--- src/rtl/core/csvu_pkg.sv ---
package csvu_pkg;

  // default sizes handed to the top level
  localparam int MAX_COLUMNS_DEF = 64;
  localparam int WIDTH_BITS_DEF  = 16;

  // depth of the queue between front and back
  localparam int QDEPTH = 4;
  localparam int QAW    = $clog2(QDEPTH);

  // input item kinds
  localparam logic [1:0] KIND_BYTE  = 2'd0;
  localparam logic [1:0] KIND_EMPTY = 2'd1;
  localparam logic [1:0] KIND_SEED  = 2'd2;

  // operations queued for the back part
  localparam logic [1:0] OP_BYTES = 2'd0;  // one to four printable bytes
  localparam logic [1:0] OP_DROP  = 2'd1;  // last byte of a field that prints nothing
  localparam logic [1:0] OP_EMPTY = 2'd2;  // empty field
  localparam logic [1:0] OP_SEED  = 2'd3;  // seed a column width

  typedef struct packed {
    logic [1:0]      kind;
    logic [3:0][7:0] bytes;
    logic [1:0]      nb_m1;
    logic            first;
    logic            last;
    logic [5:0]      column;
    logic [15:0]     seed;
  } op_t;

  typedef struct packed {
    logic [7:0]  out_byte;
    logic        byte_valid;
    logic        last_of_run;
    logic        end_of_field;
    logic [15:0] field_width;
    logic [15:0] column_width;
  } res_t;

endpackage

--- src/rtl/core/csv_field_unescape_width.sv ---
// path: input -> op queue -> current op register -> result queue -> outputs
// throughput: one input item per cycle while in_full is low; the single back-end
//   result sequencer sends an expansion one byte at a time (four for a hex escape)
// reset: synchronous active-low rst_n empties both queues, clears quote state and the
//   field width, and clears all column width valid bits at once (no clearing pass)
module csv_field_unescape_width #(
  parameter int MAX_COLUMNS = csvu_pkg::MAX_COLUMNS_DEF,
  parameter int WIDTH_BITS  = csvu_pkg::WIDTH_BITS_DEF
) (
  input  logic        clk,
  input  logic        rst_n,
  input  logic        in_push,
  output logic        in_full,
  input  logic [1:0]  in_kind,
  input  logic [7:0]  in_data_byte,
  input  logic        in_first_of_field,
  input  logic        in_last_of_field,
  input  logic [5:0]  in_column,
  input  logic [15:0] in_seed_width,
  output logic        out_empty,
  input  logic        out_pop,
  output logic [7:0]  out_byte,
  output logic        out_byte_valid,
  output logic        out_last_of_run,
  output logic        out_end_of_field,
  output logic [15:0] out_field_width,
  output logic [15:0] out_column_width
);
  import csvu_pkg::*;

  logic q_full;
  logic q_push;
  logic q_pop;
  logic q_nempty;
  op_t  push_op;
  op_t  head_op;
  res_t res;

  // front: accept and classify
  csvu_front u_front (
    .clk               (clk),
    .rst_n             (rst_n),
    .in_push           (in_push),
    .in_kind           (in_kind),
    .in_data_byte      (in_data_byte),
    .in_first_of_field (in_first_of_field),
    .in_last_of_field  (in_last_of_field),
    .in_column         (in_column),
    .in_seed_width     (in_seed_width),
    .q_full            (q_full),
    .q_push            (q_push),
    .q_op              (push_op)
  );

  // op queue between front and back
  csvu_queue u_queue (
    .clk     (clk),
    .rst_n   (rst_n),
    .push    (q_push),
    .push_op (push_op),
    .full    (q_full),
    .pop     (q_pop),
    .nempty  (q_nempty),
    .head_op (head_op)
  );

  // back: emit results and track widths
  csvu_back #(
    .MAX_COLUMNS (MAX_COLUMNS),
    .WIDTH_BITS  (WIDTH_BITS)
  ) u_back (
    .clk       (clk),
    .rst_n     (rst_n),
    .q_nempty  (q_nempty),
    .q_head    (head_op),
    .q_pop     (q_pop),
    .out_empty (out_empty),
    .out_pop   (out_pop),
    .out_res   (res)
  );

  assign in_full          = q_full;
  assign out_byte         = res.out_byte;
  assign out_byte_valid   = res.byte_valid;
  assign out_last_of_run  = res.last_of_run;
  assign out_end_of_field = res.end_of_field;
  assign out_field_width  = res.field_width;
  assign out_column_width = res.column_width;

endmodule

--- src/rtl/core/csvu_front.sv ---
module csvu_front (
  input  logic             clk,
  input  logic             rst_n,
  input  logic             in_push,
  input  logic [1:0]       in_kind,
  input  logic [7:0]       in_data_byte,
  input  logic             in_first_of_field,
  input  logic             in_last_of_field,
  input  logic [5:0]       in_column,
  input  logic [15:0]      in_seed_width,
  input  logic             q_full,
  output logic             q_push,
  output csvu_pkg::op_t    q_op
);
  import csvu_pkg::*;

  logic       iq_r, iq_nxt;
  logic       sq_r, sq_nxt;
  logic       clr_r, clr_nxt;
  logic       iq, sq;
  logic       accept;
  logic       enq;
  logic [2:0] n;
  logic [7:0] letter;
  op_t        op;

  // hex digit in upper case
  function automatic logic [7:0] hex_digit(input logic [3:0] v);
    if (v < 4'd10) begin
      hex_digit = 8'h30 + {4'h0, v};
    end else begin
      hex_digit = 8'h41 + {4'h0, v - 4'd10};
    end
  endfunction

  assign accept = in_push && !q_full;

  // letter for the named control escapes, zero for the rest
  always_comb begin
    case (in_data_byte)
      8'h07:   letter = 8'h61;
      8'h08:   letter = 8'h62;
      8'h09:   letter = 8'h74;
      8'h0A:   letter = 8'h6E;
      8'h0B:   letter = 8'h76;
      8'h0C:   letter = 8'h66;
      8'h0D:   letter = 8'h72;
      8'h1B:   letter = 8'h65;
      default: letter = 8'h00;
    endcase
  end

  // classify the item and expand its printable bytes
  always_comb begin
    op        = '0;
    n         = 3'd0;
    enq       = 1'b0;
    iq_nxt    = iq_r;
    sq_nxt    = sq_r;
    clr_nxt   = clr_r;
    iq        = in_first_of_field ? 1'b0 : iq_r;
    sq        = in_first_of_field ? 1'b0 : sq_r;
    op.first  = in_first_of_field || clr_r;
    op.last   = in_last_of_field;
    op.column = in_column;
    op.seed   = in_seed_width;
    unique case (in_kind)
      KIND_BYTE: begin
        iq_nxt = iq;
        sq_nxt = sq;
        if (in_first_of_field && in_data_byte == 8'h22) begin
          iq_nxt = 1'b1;
        end else if (sq) begin
          sq_nxt = 1'b0;
        end else if (iq && in_data_byte == 8'h22) begin
          if (!in_last_of_field) begin
            op.bytes[0] = 8'h22;
            n           = 3'd1;
            sq_nxt      = 1'b1;
          end
        end else if (in_data_byte == 8'h5C) begin
          op.bytes[0] = 8'h5C;
          op.bytes[1] = 8'h5C;
          n           = 3'd2;
        end else if (in_data_byte >= 8'h20 && in_data_byte != 8'h7F) begin
          op.bytes[0] = in_data_byte;
          n           = 3'd1;
        end else if (letter != 8'h00) begin
          op.bytes[0] = 8'h5C;
          op.bytes[1] = letter;
          n           = 3'd2;
        end else begin
          op.bytes[0] = 8'h5C;
          op.bytes[1] = 8'h78;
          op.bytes[2] = hex_digit(in_data_byte[7:4]);
          op.bytes[3] = hex_digit(in_data_byte[3:0]);
          n           = 3'd4;
        end
        // end of field clears quote tracking
        if (in_last_of_field) begin
          iq_nxt = 1'b0;
          sq_nxt = 1'b0;
        end
        if (n != 3'd0) begin
          op.kind  = OP_BYTES;
          op.nb_m1 = 2'(n - 3'd1);
          enq      = 1'b1;
        end else begin
          op.kind = OP_DROP;
          enq     = in_last_of_field;
        end
        // a dropped opening quote still restarts the width count downstream
        if (enq) begin
          clr_nxt = 1'b0;
        end else if (in_first_of_field) begin
          clr_nxt = 1'b1;
        end
      end
      KIND_EMPTY: begin
        iq_nxt  = 1'b0;
        sq_nxt  = 1'b0;
        clr_nxt = 1'b0;
        op.kind = OP_EMPTY;
        enq     = 1'b1;
      end
      KIND_SEED: begin
        op.kind  = OP_SEED;
        op.first = clr_r;
        clr_nxt  = 1'b0;
        enq      = 1'b1;
      end
      default: begin
        enq = 1'b0;
      end
    endcase
  end

  // quote state and pending width restart
  always_ff @(posedge clk) begin
    if (!rst_n) begin
      iq_r  <= 1'b0;
      sq_r  <= 1'b0;
      clr_r <= 1'b0;
    end else if (accept) begin
      iq_r  <= iq_nxt;
      sq_r  <= sq_nxt;
      clr_r <= clr_nxt;
    end
  end

  assign q_push = accept && enq;
  assign q_op   = op;

endmodule

--- src/rtl/core/csvu_queue.sv ---
module csvu_queue (
  input  logic          clk,
  input  logic          rst_n,
  input  logic          push,
  input  csvu_pkg::op_t push_op,
  output logic          full,
  input  logic          pop,
  output logic          nempty,
  output csvu_pkg::op_t head_op
);
  import csvu_pkg::*;

  op_t               ent_r [QDEPTH];
  logic [QAW-1:0]    wptr_r;
  logic [QAW-1:0]    rptr_r;
  logic [QAW:0]      cnt_r;
  logic              do_push;
  logic              do_pop;

  assign full    = (cnt_r == (QAW + 1)'(QDEPTH));
  assign nempty  = (cnt_r != '0);
  assign do_push = push && !full;
  assign do_pop  = pop && nempty;
  assign head_op = ent_r[rptr_r];

  // entry storage
  always_ff @(posedge clk) begin
    if (do_push) begin
      ent_r[wptr_r] <= push_op;
    end
  end

  // pointers and fill count
  always_ff @(posedge clk) begin
    if (!rst_n) begin
      wptr_r <= '0;
      rptr_r <= '0;
      cnt_r  <= '0;
    end else begin
      if (do_push) begin
        wptr_r <= wptr_r + 1'b1;
      end
      if (do_pop) begin
        rptr_r <= rptr_r + 1'b1;
      end
      if (do_push && !do_pop) begin
        cnt_r <= cnt_r + 1'b1;
      end else if (do_pop && !do_push) begin
        cnt_r <= cnt_r - 1'b1;
      end
    end
  end

endmodule

--- src/rtl/core/csvu_back.sv ---
module csvu_back #(
  parameter int MAX_COLUMNS = csvu_pkg::MAX_COLUMNS_DEF,
  parameter int WIDTH_BITS  = csvu_pkg::WIDTH_BITS_DEF
) (
  input  logic           clk,
  input  logic           rst_n,
  input  logic           q_nempty,
  input  csvu_pkg::op_t  q_head,
  output logic           q_pop,
  output logic           out_empty,
  input  logic           out_pop,
  output csvu_pkg::res_t out_res
);
  import csvu_pkg::*;

  localparam int CW = (MAX_COLUMNS > 1) ? $clog2(MAX_COLUMNS) : 1;
  localparam int XW = (CW > 6) ? CW : 6;
  localparam logic [WIDTH_BITS-1:0] WMAX = '1;

  // column width store with per-entry valid bits
  logic [WIDTH_BITS-1:0]  mem [MAX_COLUMNS];
  logic [MAX_COLUMNS-1:0] vld_r;
  logic [WIDTH_BITS-1:0]  rd_r;
  logic                   rdv_r;

  op_t                    cur_r;
  logic                   cur_vld_r;
  logic [1:0]             idx_r;
  logic [WIDTH_BITS-1:0]  wc_r;

  res_t                   ofifo_r [2];
  logic                   owptr_r;
  logic                   orptr_r;
  logic [1:0]             ocnt_r;

  logic                   emit;
  logic                   done;
  logic                   load;
  logic [1:0]             last_idx;
  logic                   final_res;
  logic [WIDTH_BITS-1:0]  base;
  logic [WIDTH_BITS-1:0]  inc;
  logic [WIDTH_BITS-1:0]  fw;
  logic [WIDTH_BITS-1:0]  cv;
  logic [WIDTH_BITS-1:0]  mx;
  logic [WIDTH_BITS-1:0]  seed_sat;
  logic [WIDTH_BITS-1:0]  cw_val;
  logic [WIDTH_BITS-1:0]  wc_nxt;
  logic [XW-1:0]          cur_colx;
  logic [XW-1:0]          ld_colx;
  logic                   cur_ok;
  logic                   ld_ok;
  logic [CW-1:0]          wr_addr;
  logic [CW-1:0]          ld_addr;
  logic                   wr_en;
  logic [WIDTH_BITS-1:0]  wr_data;
  res_t                   res;

  // column decode for the current op and for the op being loaded
  assign cur_colx = XW'(cur_r.column);
  assign ld_colx  = XW'(q_head.column);
  assign cur_ok   = (32'(cur_colx) < 32'(MAX_COLUMNS));
  assign ld_ok    = (32'(ld_colx) < 32'(MAX_COLUMNS));
  assign wr_addr  = cur_colx[CW-1:0];
  assign ld_addr  = ld_colx[CW-1:0];

  // sequencing of results
  assign last_idx = (cur_r.kind == OP_BYTES) ? cur_r.nb_m1 : 2'd0;
  assign emit     = cur_vld_r && (ocnt_r != 2'd2);
  assign done     = emit && (idx_r == last_idx);
  assign load     = q_nempty && (!cur_vld_r || done);
  assign q_pop    = load;

  // width arithmetic and column update
  always_comb begin
    cv        = rdv_r ? rd_r : '0;
    seed_sat  = (32'(cur_r.seed) > 32'(WMAX)) ? WMAX : WIDTH_BITS'(cur_r.seed);
    base      = (cur_r.first && idx_r == 2'd0) ? '0 : wc_r;
    if (cur_r.kind == OP_EMPTY) begin
      base = '0;
    end
    inc       = (base != WMAX) ? base + 1'b1 : base;
    fw        = (cur_r.kind == OP_BYTES) ? inc : base;
    mx        = (fw > cv) ? fw : cv;
    final_res = 1'b0;
    cw_val    = cv;
    wc_nxt    = fw;
    res       = '0;
    unique case (cur_r.kind)
      OP_BYTES: begin
        final_res      = cur_r.last && (idx_r == last_idx);
        cw_val         = final_res ? mx : cv;
        res.out_byte   = cur_r.bytes[idx_r];
        res.byte_valid = 1'b1;
      end
      OP_DROP: begin
        final_res = 1'b1;
        cw_val    = mx;
      end
      OP_EMPTY: begin
        final_res = 1'b1;
        cw_val    = mx;
        wc_nxt    = '0;
      end
      OP_SEED: begin
        cw_val = seed_sat;
      end
      default: begin
        cw_val = cv;
      end
    endcase
    res.last_of_run  = (idx_r == last_idx);
    res.end_of_field = final_res;
    res.field_width  = 16'(fw);
    res.column_width = cur_ok ? 16'(cw_val) : 16'h0000;
  end

  assign wr_en   = emit && cur_ok && (final_res || cur_r.kind == OP_SEED);
  assign wr_data = cw_val;

  // store write and registered read with bypass of a same-cycle write
  always_ff @(posedge clk) begin
    if (wr_en) begin
      mem[wr_addr] <= wr_data;
    end
    if (load) begin
      if (wr_en && wr_addr == ld_addr) begin
        rd_r <= wr_data;
      end else begin
        rd_r <= mem[ld_addr];
      end
    end
  end

  always_ff @(posedge clk) begin
    if (!rst_n) begin
      vld_r <= '0;
      rdv_r <= 1'b0;
    end else begin
      if (wr_en) begin
        vld_r[wr_addr] <= 1'b1;
      end
      if (load) begin
        rdv_r <= ld_ok && ((wr_en && wr_addr == ld_addr) || vld_r[ld_addr]);
      end
    end
  end

  // current op and field width counter
  always_ff @(posedge clk) begin
    if (load) begin
      cur_r <= q_head;
    end
  end

  always_ff @(posedge clk) begin
    if (!rst_n) begin
      cur_vld_r <= 1'b0;
      idx_r     <= 2'd0;
      wc_r      <= '0;
    end else begin
      if (emit) begin
        wc_r <= wc_nxt;
      end
      if (load) begin
        cur_vld_r <= 1'b1;
        idx_r     <= 2'd0;
      end else if (done) begin
        cur_vld_r <= 1'b0;
        idx_r     <= 2'd0;
      end else if (emit) begin
        idx_r <= idx_r + 1'b1;
      end
    end
  end

  // two-entry result queue
  always_ff @(posedge clk) begin
    if (emit) begin
      ofifo_r[owptr_r] <= res;
    end
  end

  always_ff @(posedge clk) begin
    if (!rst_n) begin
      owptr_r <= 1'b0;
      orptr_r <= 1'b0;
      ocnt_r  <= 2'd0;
    end else begin
      if (emit) begin
        owptr_r <= ~owptr_r;
      end
      if (out_pop && !out_empty) begin
        orptr_r <= ~orptr_r;
      end
      if (emit && !(out_pop && !out_empty)) begin
        ocnt_r <= ocnt_r + 1'b1;
      end else if (!emit && out_pop && !out_empty) begin
        ocnt_r <= ocnt_r - 1'b1;
      end
    end
  end

  assign out_empty = (ocnt_r == 2'd0);
  assign out_res   = ofifo_r[orptr_r];

endmodule
--- config.mk ---
export PLATFORM = sky130hd
export DESIGN_NAME = csv_field_unescape_width
export DESIGN_NICKNAME = d
export VERILOG_FILES = /design/src/rtl/core/csvu_pkg.sv /design/src/rtl/core/csv_field_unescape_width.sv /design/src/rtl/core/csvu_front.sv /design/src/rtl/core/csvu_queue.sv /design/src/rtl/core/csvu_back.sv
export SDC_FILE = /design/constraint.sdc
export NUM_CORES = 2
export LEC_CHECK = 0
export ABC_AREA = 1
export BUFFER_PORTS_ARGS = -buffer_cell sky130_fd_sc_hd__buf_2
export CORE_MARGIN = 1
export CORE_UTILIZATION = 40
export DETAILED_ROUTE_END_ITERATION = 12
export MAX_ROUTING_LAYER = met4
export PLACE_DENSITY = 0.65
export SLEW_MARGIN = 20
export SYNTH_ARGS = -nofsm -noshare
export SYNTH_HDL_FRONTEND = slang
export SYNTH_SLANG_ARGS = --single-unit
--- constraint.sdc ---
create_clock -name clk -period 17.2 [get_ports clk]
set_clock_uncertainty 0.05 [all_clocks]
set_input_delay 3.44 -clock clk [delete_from_list [all_inputs] [get_ports clk]]
set_output_delay 3.44 -clock clk [all_outputs]
set_load 0.05 [all_outputs]
# == Word-level counts from Yosys, hierarchy flattened ==
# Memories as Yosys holds them, arrays and structs flattened. A register that Yosys moved wholly into a read port is not among the register bits.
# Index checks and enable logic that the tools add are counted.
# op_classes
add_sub_neg,15
magnitude_cmp,8
n_eq_ne,14
mux,77
bitwise_logic,4
reduce_logical,50
# op_table
operator,n
2-to-1 mux 16 bit,12
2-to-1 mux 32 bit,2
bitwise OR 64 bit,1
2-to-1 mux 24 bit,2
2-to-1 mux 8 bit,6
case mux 16 bit (3 select lines),1
2-to-1 mux 34 bit,1
2-to-1 mux 1 bit,27
2-to-1 mux 3 bit,9
logical AND 1 bit,21
"adder 16 x 1 -> 16 bit, second input constant",1
"adder 7 x 4 -> 8 bit, first input constant",2
binary-select mux 8 bit (select 2 bit),1
greater-than comparator 16 bit,1
"!= test 16 bit, second input constant",1
"adder 6 x 4 -> 7 bit, first input constant",2
"< comparator 6 x 7 -> 1 bit, second input constant",2
2-to-1 mux 2 bit,6
case mux 1 bit (2 select lines),5
nonzero test 2 bit,5
2-to-1 mux 9 bit,1
"adder 2 x 1 -> 2 bit, second input constant",4
"== test 8 x 6 -> 1 bit, second input constant",1
"== test 8 x 7 -> 1 bit, second input constant",1
31 further kinds,53
# totals
regBits,158
ramBits,1350
mem_bits_ro,224
n_memories,4
# mem_list
name,words,width,read_ports,rd_clocked_by_memory_dff,wr,line_no,rtl
u_back.mem,64,16,1,1,1,csvu_back.sv:21,logic [WIDTH_BITS-1:0] mem [MAX_COLUMNS];
u_queue.ent_r,4,60,1,1,1,csvu_queue.sv:13,op_t ent_r [QDEPTH];
(no name shown),32,7,1,0,0,csvu_front.sv:40,case (in_data_byte)
u_back.ofifo_r,2,43,1,1,1,csvu_back.sv:31,res_t ofifo_r [2];

# == Longest topological paths before layout ==
# logic_depth
word_depth,20
ltp_mapped,37
depth_no_buf,34

# == Modules after synthesis ==
# Synthesis repeated with hierarchy kept, for this count alone.
# unflattened
hier_cells,4863
area_unflattened_um2,62153.4
# modules_own_cells
mod,instances,cells_per_inst,area_per_inst_um2,seq_area_each_um2
csvu_back,1,3995,51287.9,37395.9
csvu_queue,1,649,9547.9,7387.1
csvu_front,1,219,1317.5,60.1

# == Worst setup path after synthesis ==
# OpenSTA, ideal clock, no wires.
# synth_path
path_kind,input -> register
start,in in_data_byte[4]
end,"mem u_queue.ent_r[0][0] in the netlist's numbering, enable pin"
setup_ps,472
arrival_time_ps,7565
t_required_ps,16678
setup_slack_ps,9113
stages,16
path_buffers,0
cell_sequence,inv_1 > ha_1 > nor3b_2 > nand3_1 > a21boi_1 > inv_1 > nor2_1 > o21ai_1 > nor2_1 > inv_1 > ha_1 > nand2_1 > nor2_1 > nand2_1 > nand2_2 > nor2_1
# synth_via
elab_chain_cells,18
elab_cells_between_ends,25
# synth_lines
item,line_no,rtl
"start, declared",csv_field_unescape_width.sv:15,"input logic [7:0] in_data_byte,"
memory (32 x 7 bit),--,
2-to-1 mux 8 bit,csvu_front.sv:40,
nonzero test 8 bit,csvu_front.sv:88,end else if (letter != 8'h00) begin
2-to-1 mux 3 bit,csvu_front.sv:88,
2-to-1 mux 3 bit,csvu_front.sv:85,end else if (in_data_byte >= 8'h20 && in_data_byte != 8'h7F) begin
2-to-1 mux 3 bit,csvu_front.sv:81,end else if (in_data_byte == 8'h5C) begin
2-to-1 mux 3 bit,csvu_front.sv:75,end else if (iq && in_data_byte == 8'h22) begin
2-to-1 mux 3 bit,csvu_front.sv:73,end else if (sq) begin
(+2 left out),--,
nonzero test 3 bit *,csvu_front.sv:104,if (n != 3'd0) begin
2-to-1 mux 1 bit *,csvu_front.sv:104,
2-to-1 mux 1 bit *,csvu_front.sv:67,unique case (in_kind)
case mux 1 bit (2 select lines) *,csvu_front.sv:67,
logical AND 1 bit *,csvu_front.sv:151,assign q_push = accept && enq;
logical AND 1 bit *,csvu_queue.sv:22,assign do_push = push && !full;
2-to-1 mux 1 bit *,csvu_queue.sv:28,if (do_push) begin
2-to-1 mux 1 bit (not written as such) *,csvu_queue.sv:29,ent_r[wptr_r] <= push_op;
"end, declared",csvu_queue.sv:13,
# Mark *: on every way between the ends. The rest lies on a longest branch, timed or not. The select of a mux whose other input is x is not followed.

==> summary.md <==
| Metric | Value |
|---|---|
| Post-synth top area share | `66.74%` |
| Pleak | `between 0.02 and 0.03 uW` |
| Crit-path max cell delay | `0.71 ns` |
| TNS Setup | `0 ns` |
| Post-CTS Setup Inserts | `0` |
| Post_cts resized | `0` |
| Slew @ Worst Pin | `about 1.1 ns` |
| All-layer global routing usage | `20.25%` |
| Detail Route Antenna Nets | `0` |
| Antenna violations before repair | `8` |
| Synth area leader | `edfxtp_1` |
| Nets | `5403` |
| Share of cells above drive strength 1 | `10.48%` |
| First-pass GRT wire length | `241500 um` |
| Synth area leaders | `edfxtp_1 (67%), nand3_1 (4.6%), nand2_1 (3.6%)` |
| Area of placed instances | `0.06554 mm2` |
| Post-route insts no fill | `around 7500` |
| CTS tree | `built` |
| Hold WC Path Type | `flip-flop to flip-flop` |
| Layout Utilization | `approximately 45%` |
| Initial Util | `40.46%` |
| Core Area | `between 0.15 and 0.2 mm2` |
| CP max-delay cell | `a21oi_2` |
| Crit-path max FO | `41` |
| # setup viols final | `0` |
| Total CTS buffers | `153` |
| Status | `finished, final reports clean` |
| Post-CTS Hold Buffers | `0` |
| Vias | `40490` |
| Top cells by count, synth | `edfxtp_1 (1411), nand2_1 (613), nand3_1 (578)` |
| Detailed Routing Iterations Pass 1 | `5` |
| EDFF count, synth | `between 1000 and 1500` |
| Endpoints failing hold | `0` |
| Synth-to-layout area growth | `10.98%` |
| Die W | `400.4 um` |
| Die area | `0.1603 mm2` |
| Slew Viols, Final | `0` |
| Worst VDD drop | `0.2389 mV` |
| Buffers added on ports | `between 80 and 90` |
| IO Count | `between 80 and 90` |
| Pwr dens | `207.5 mW/mm2` |
| Largest net degree at the start of global routing | `232` |
| DRT Wirelength | `160500 um` |
| Critical Path RT | `17.79 ns` |
| Post-synth top flop | `edfxtp_1` |
| Yosys warns | `0` |
| Final instance area | `0.07046 mm2` |
| Post-route DRC | `0` |
| Unique cell type count in the Yosys netlist | `53` |
| WL per Instance | `21.39 um` |
| Synth Cell Area | `between 0.06 and 0.07 mm2` |
| Async SR Flop Fraction | `0%` |
| Period utilisation layout | `40.02%` |
| Site Rows | `about 150` |
| Sequential share of the synthesized area | `69.92%` |
| CTS clk-pin slew, worst paths | `about 0.06 ns` |
| Synth Instances | `about 5300` |
| Critical path's most frequent cell | `nand2_1` |
| Clk_lat worst skew | `0.80 ns` |
| CTS root buf | `clkbuf_16` |
| Minimum clock period after layout | `6.883 ns` |
| Slew margin rel. | `24.15%` |
| Placed cells | `7222` |
| Count leader, synth | `edfxtp_1` |
| CP endpoint kind | `flip-flop` |
| Fmax | `approximately 150 MHz` |
| Multi-input combinational cell area | `around 0.016 mm2` |
| RSZ-0062 raised after global routing | `no` |
| Register Area | `about 0.044 mm2` |
| H-tree lvl count | `4` |
| Syn avg cell area | `~12 um2` |
| CP Class | `flip-flop to flip-flop` |
| DR iter-0 viols | `~3800` |
| Yosys reg bits | `~1500` |
| Clk buf depth | `3` |
| Fill cell count | `approximately 14000` |
| DP Wirelength | `88960 um` |
| Clk sinks | `1512` |
| CP Launch Type | `flip-flop` |
| Grt ovf | `0` |
| Data arrival, critical path | `7.48 ns` |
| Total power after layout | `between 10000 and 15000 uW` |
| Max cap viols | `0` |
| Routability cong. | `0.8514` |
| Vias in the first global route | `38660` |
| Vias per inst | `5.397` |
| Die height | `400.4 um` |
## registers in the layout, summed over array words and instances (netlist names), 2 cells and up, named ones only
signal,cells
u_queue.ent_r,228
u_back.mem,1024
u_back.seed_sat,16
u_back.cur_r,35
u_back.wc_r,16
u_back.vld_r,64
u_queue.wptr_r,2
u_back.idx_r,2
u_queue.rptr_r,2
u_back.rd_r,16
u_back.ocnt_r,2
u_back.ofifo_r,86
u_queue.cnt_r,3
u_back.cur_colx,6
## critical path: cells and delay by family, from the launching register on
family                     cells  cell delay (ns)
and+or+nand+nor               22             3.01
buffers and inverters          5             1.26
adders and majority gates      3             0.90
AOI/OAI and AO/OA              1             0.71
DFF                            1             0.69
## stage by stage
step           worst slack (ns)  hold WS [ns]
5_1_grt                   9.689        0.4121
6_report                  10.32        0.3945
4_1_cts                   10.39        0.3965
3_5_place_dp              9.933        0.3874
3_3_place_gp              9.894        0.3832
2_1_floorplan             9.113        0.3755
## kinds of logic after synthesis
kind of cell	share of synthesized area (%)
buf+inv	5.370
simple gates	13.63
flops	69.92
other cells	0.005907
xor+xnor	0.2069
fa+ha+maj	0.9184
compound gates	9.180
mux	0.7627
## per-layer routing
metal	routed length, um	GRT usage [%]	up-vias	part of all wire, %
li1	-	-	18940	-
met1	68550	26.57	19950	43
met2	77000	32.17	1320	48
met3	10120	3.091	283	6.3
met4	4846	6.910	0	3.0
met5	0	-	-	0
## cells in the final DEF (no fill, tap or decap), types with 40 or more instances in the layout
master | netlist | layout
edfxtp_1 | 1411 | 1411
nand2_1 | 613 | 596
nand3_1 | 578 | 578
nor2_1 | 517 | 511
inv_1 | 459 | 454
o21ai_0 | 404 | 404
o211ai_1 | 284 | 284
a21oi_1 | 237 | 237
clkbuf_16 | 0 | 154
dfxtp_1 | 101 | 98
buf_2 | 149 | 82
or2_2 | 62 | 62
buf_4 | 26 | 62
o22ai_1 | 52 | 52
or2_1 | 51 | 51
ha_1 | 45 | 45
mux2_2 | 43 | 43
clkbuf_1 | 118 | 40
## path summary, 6_finish.rpt
path                     from               end  slack (ns)  cells past startpoint
max           u_back.idx_r[0]   u_back.rd_r[15]       10.32                     31
min          u_back.vld_r[29]  u_back.vld_r[29]        0.39                      2
max reg2reg   u_back.idx_r[0]   u_back.rd_r[15]       10.32                     31
min reg2reg  u_back.vld_r[29]  u_back.vld_r[29]        0.39                      2
## power breakdown
part	switching (uW)	total [uW]	internal, uW
Sequential	129	5610	5480
Clock	1440	3260	1820
Combinational	4470	5750	1280
Total	6040	14600	8580
## final cells by class
class / instances / share of cell area, %
Timing Repair Buffer: 147 / 1.316
Clock buffer: 206 / 5.899
Antenna cell: 5 / 0.01776
Sequential cell: 1512 / 63.01
Tap cell: 2058 / 3.655
Multi-Input combinational cell: 3027 / 22.46
Inverter: 478 / 2.589
Clock inverter: 70 / 1.053
Note: power is estimated with default switching activity, not from simulation.
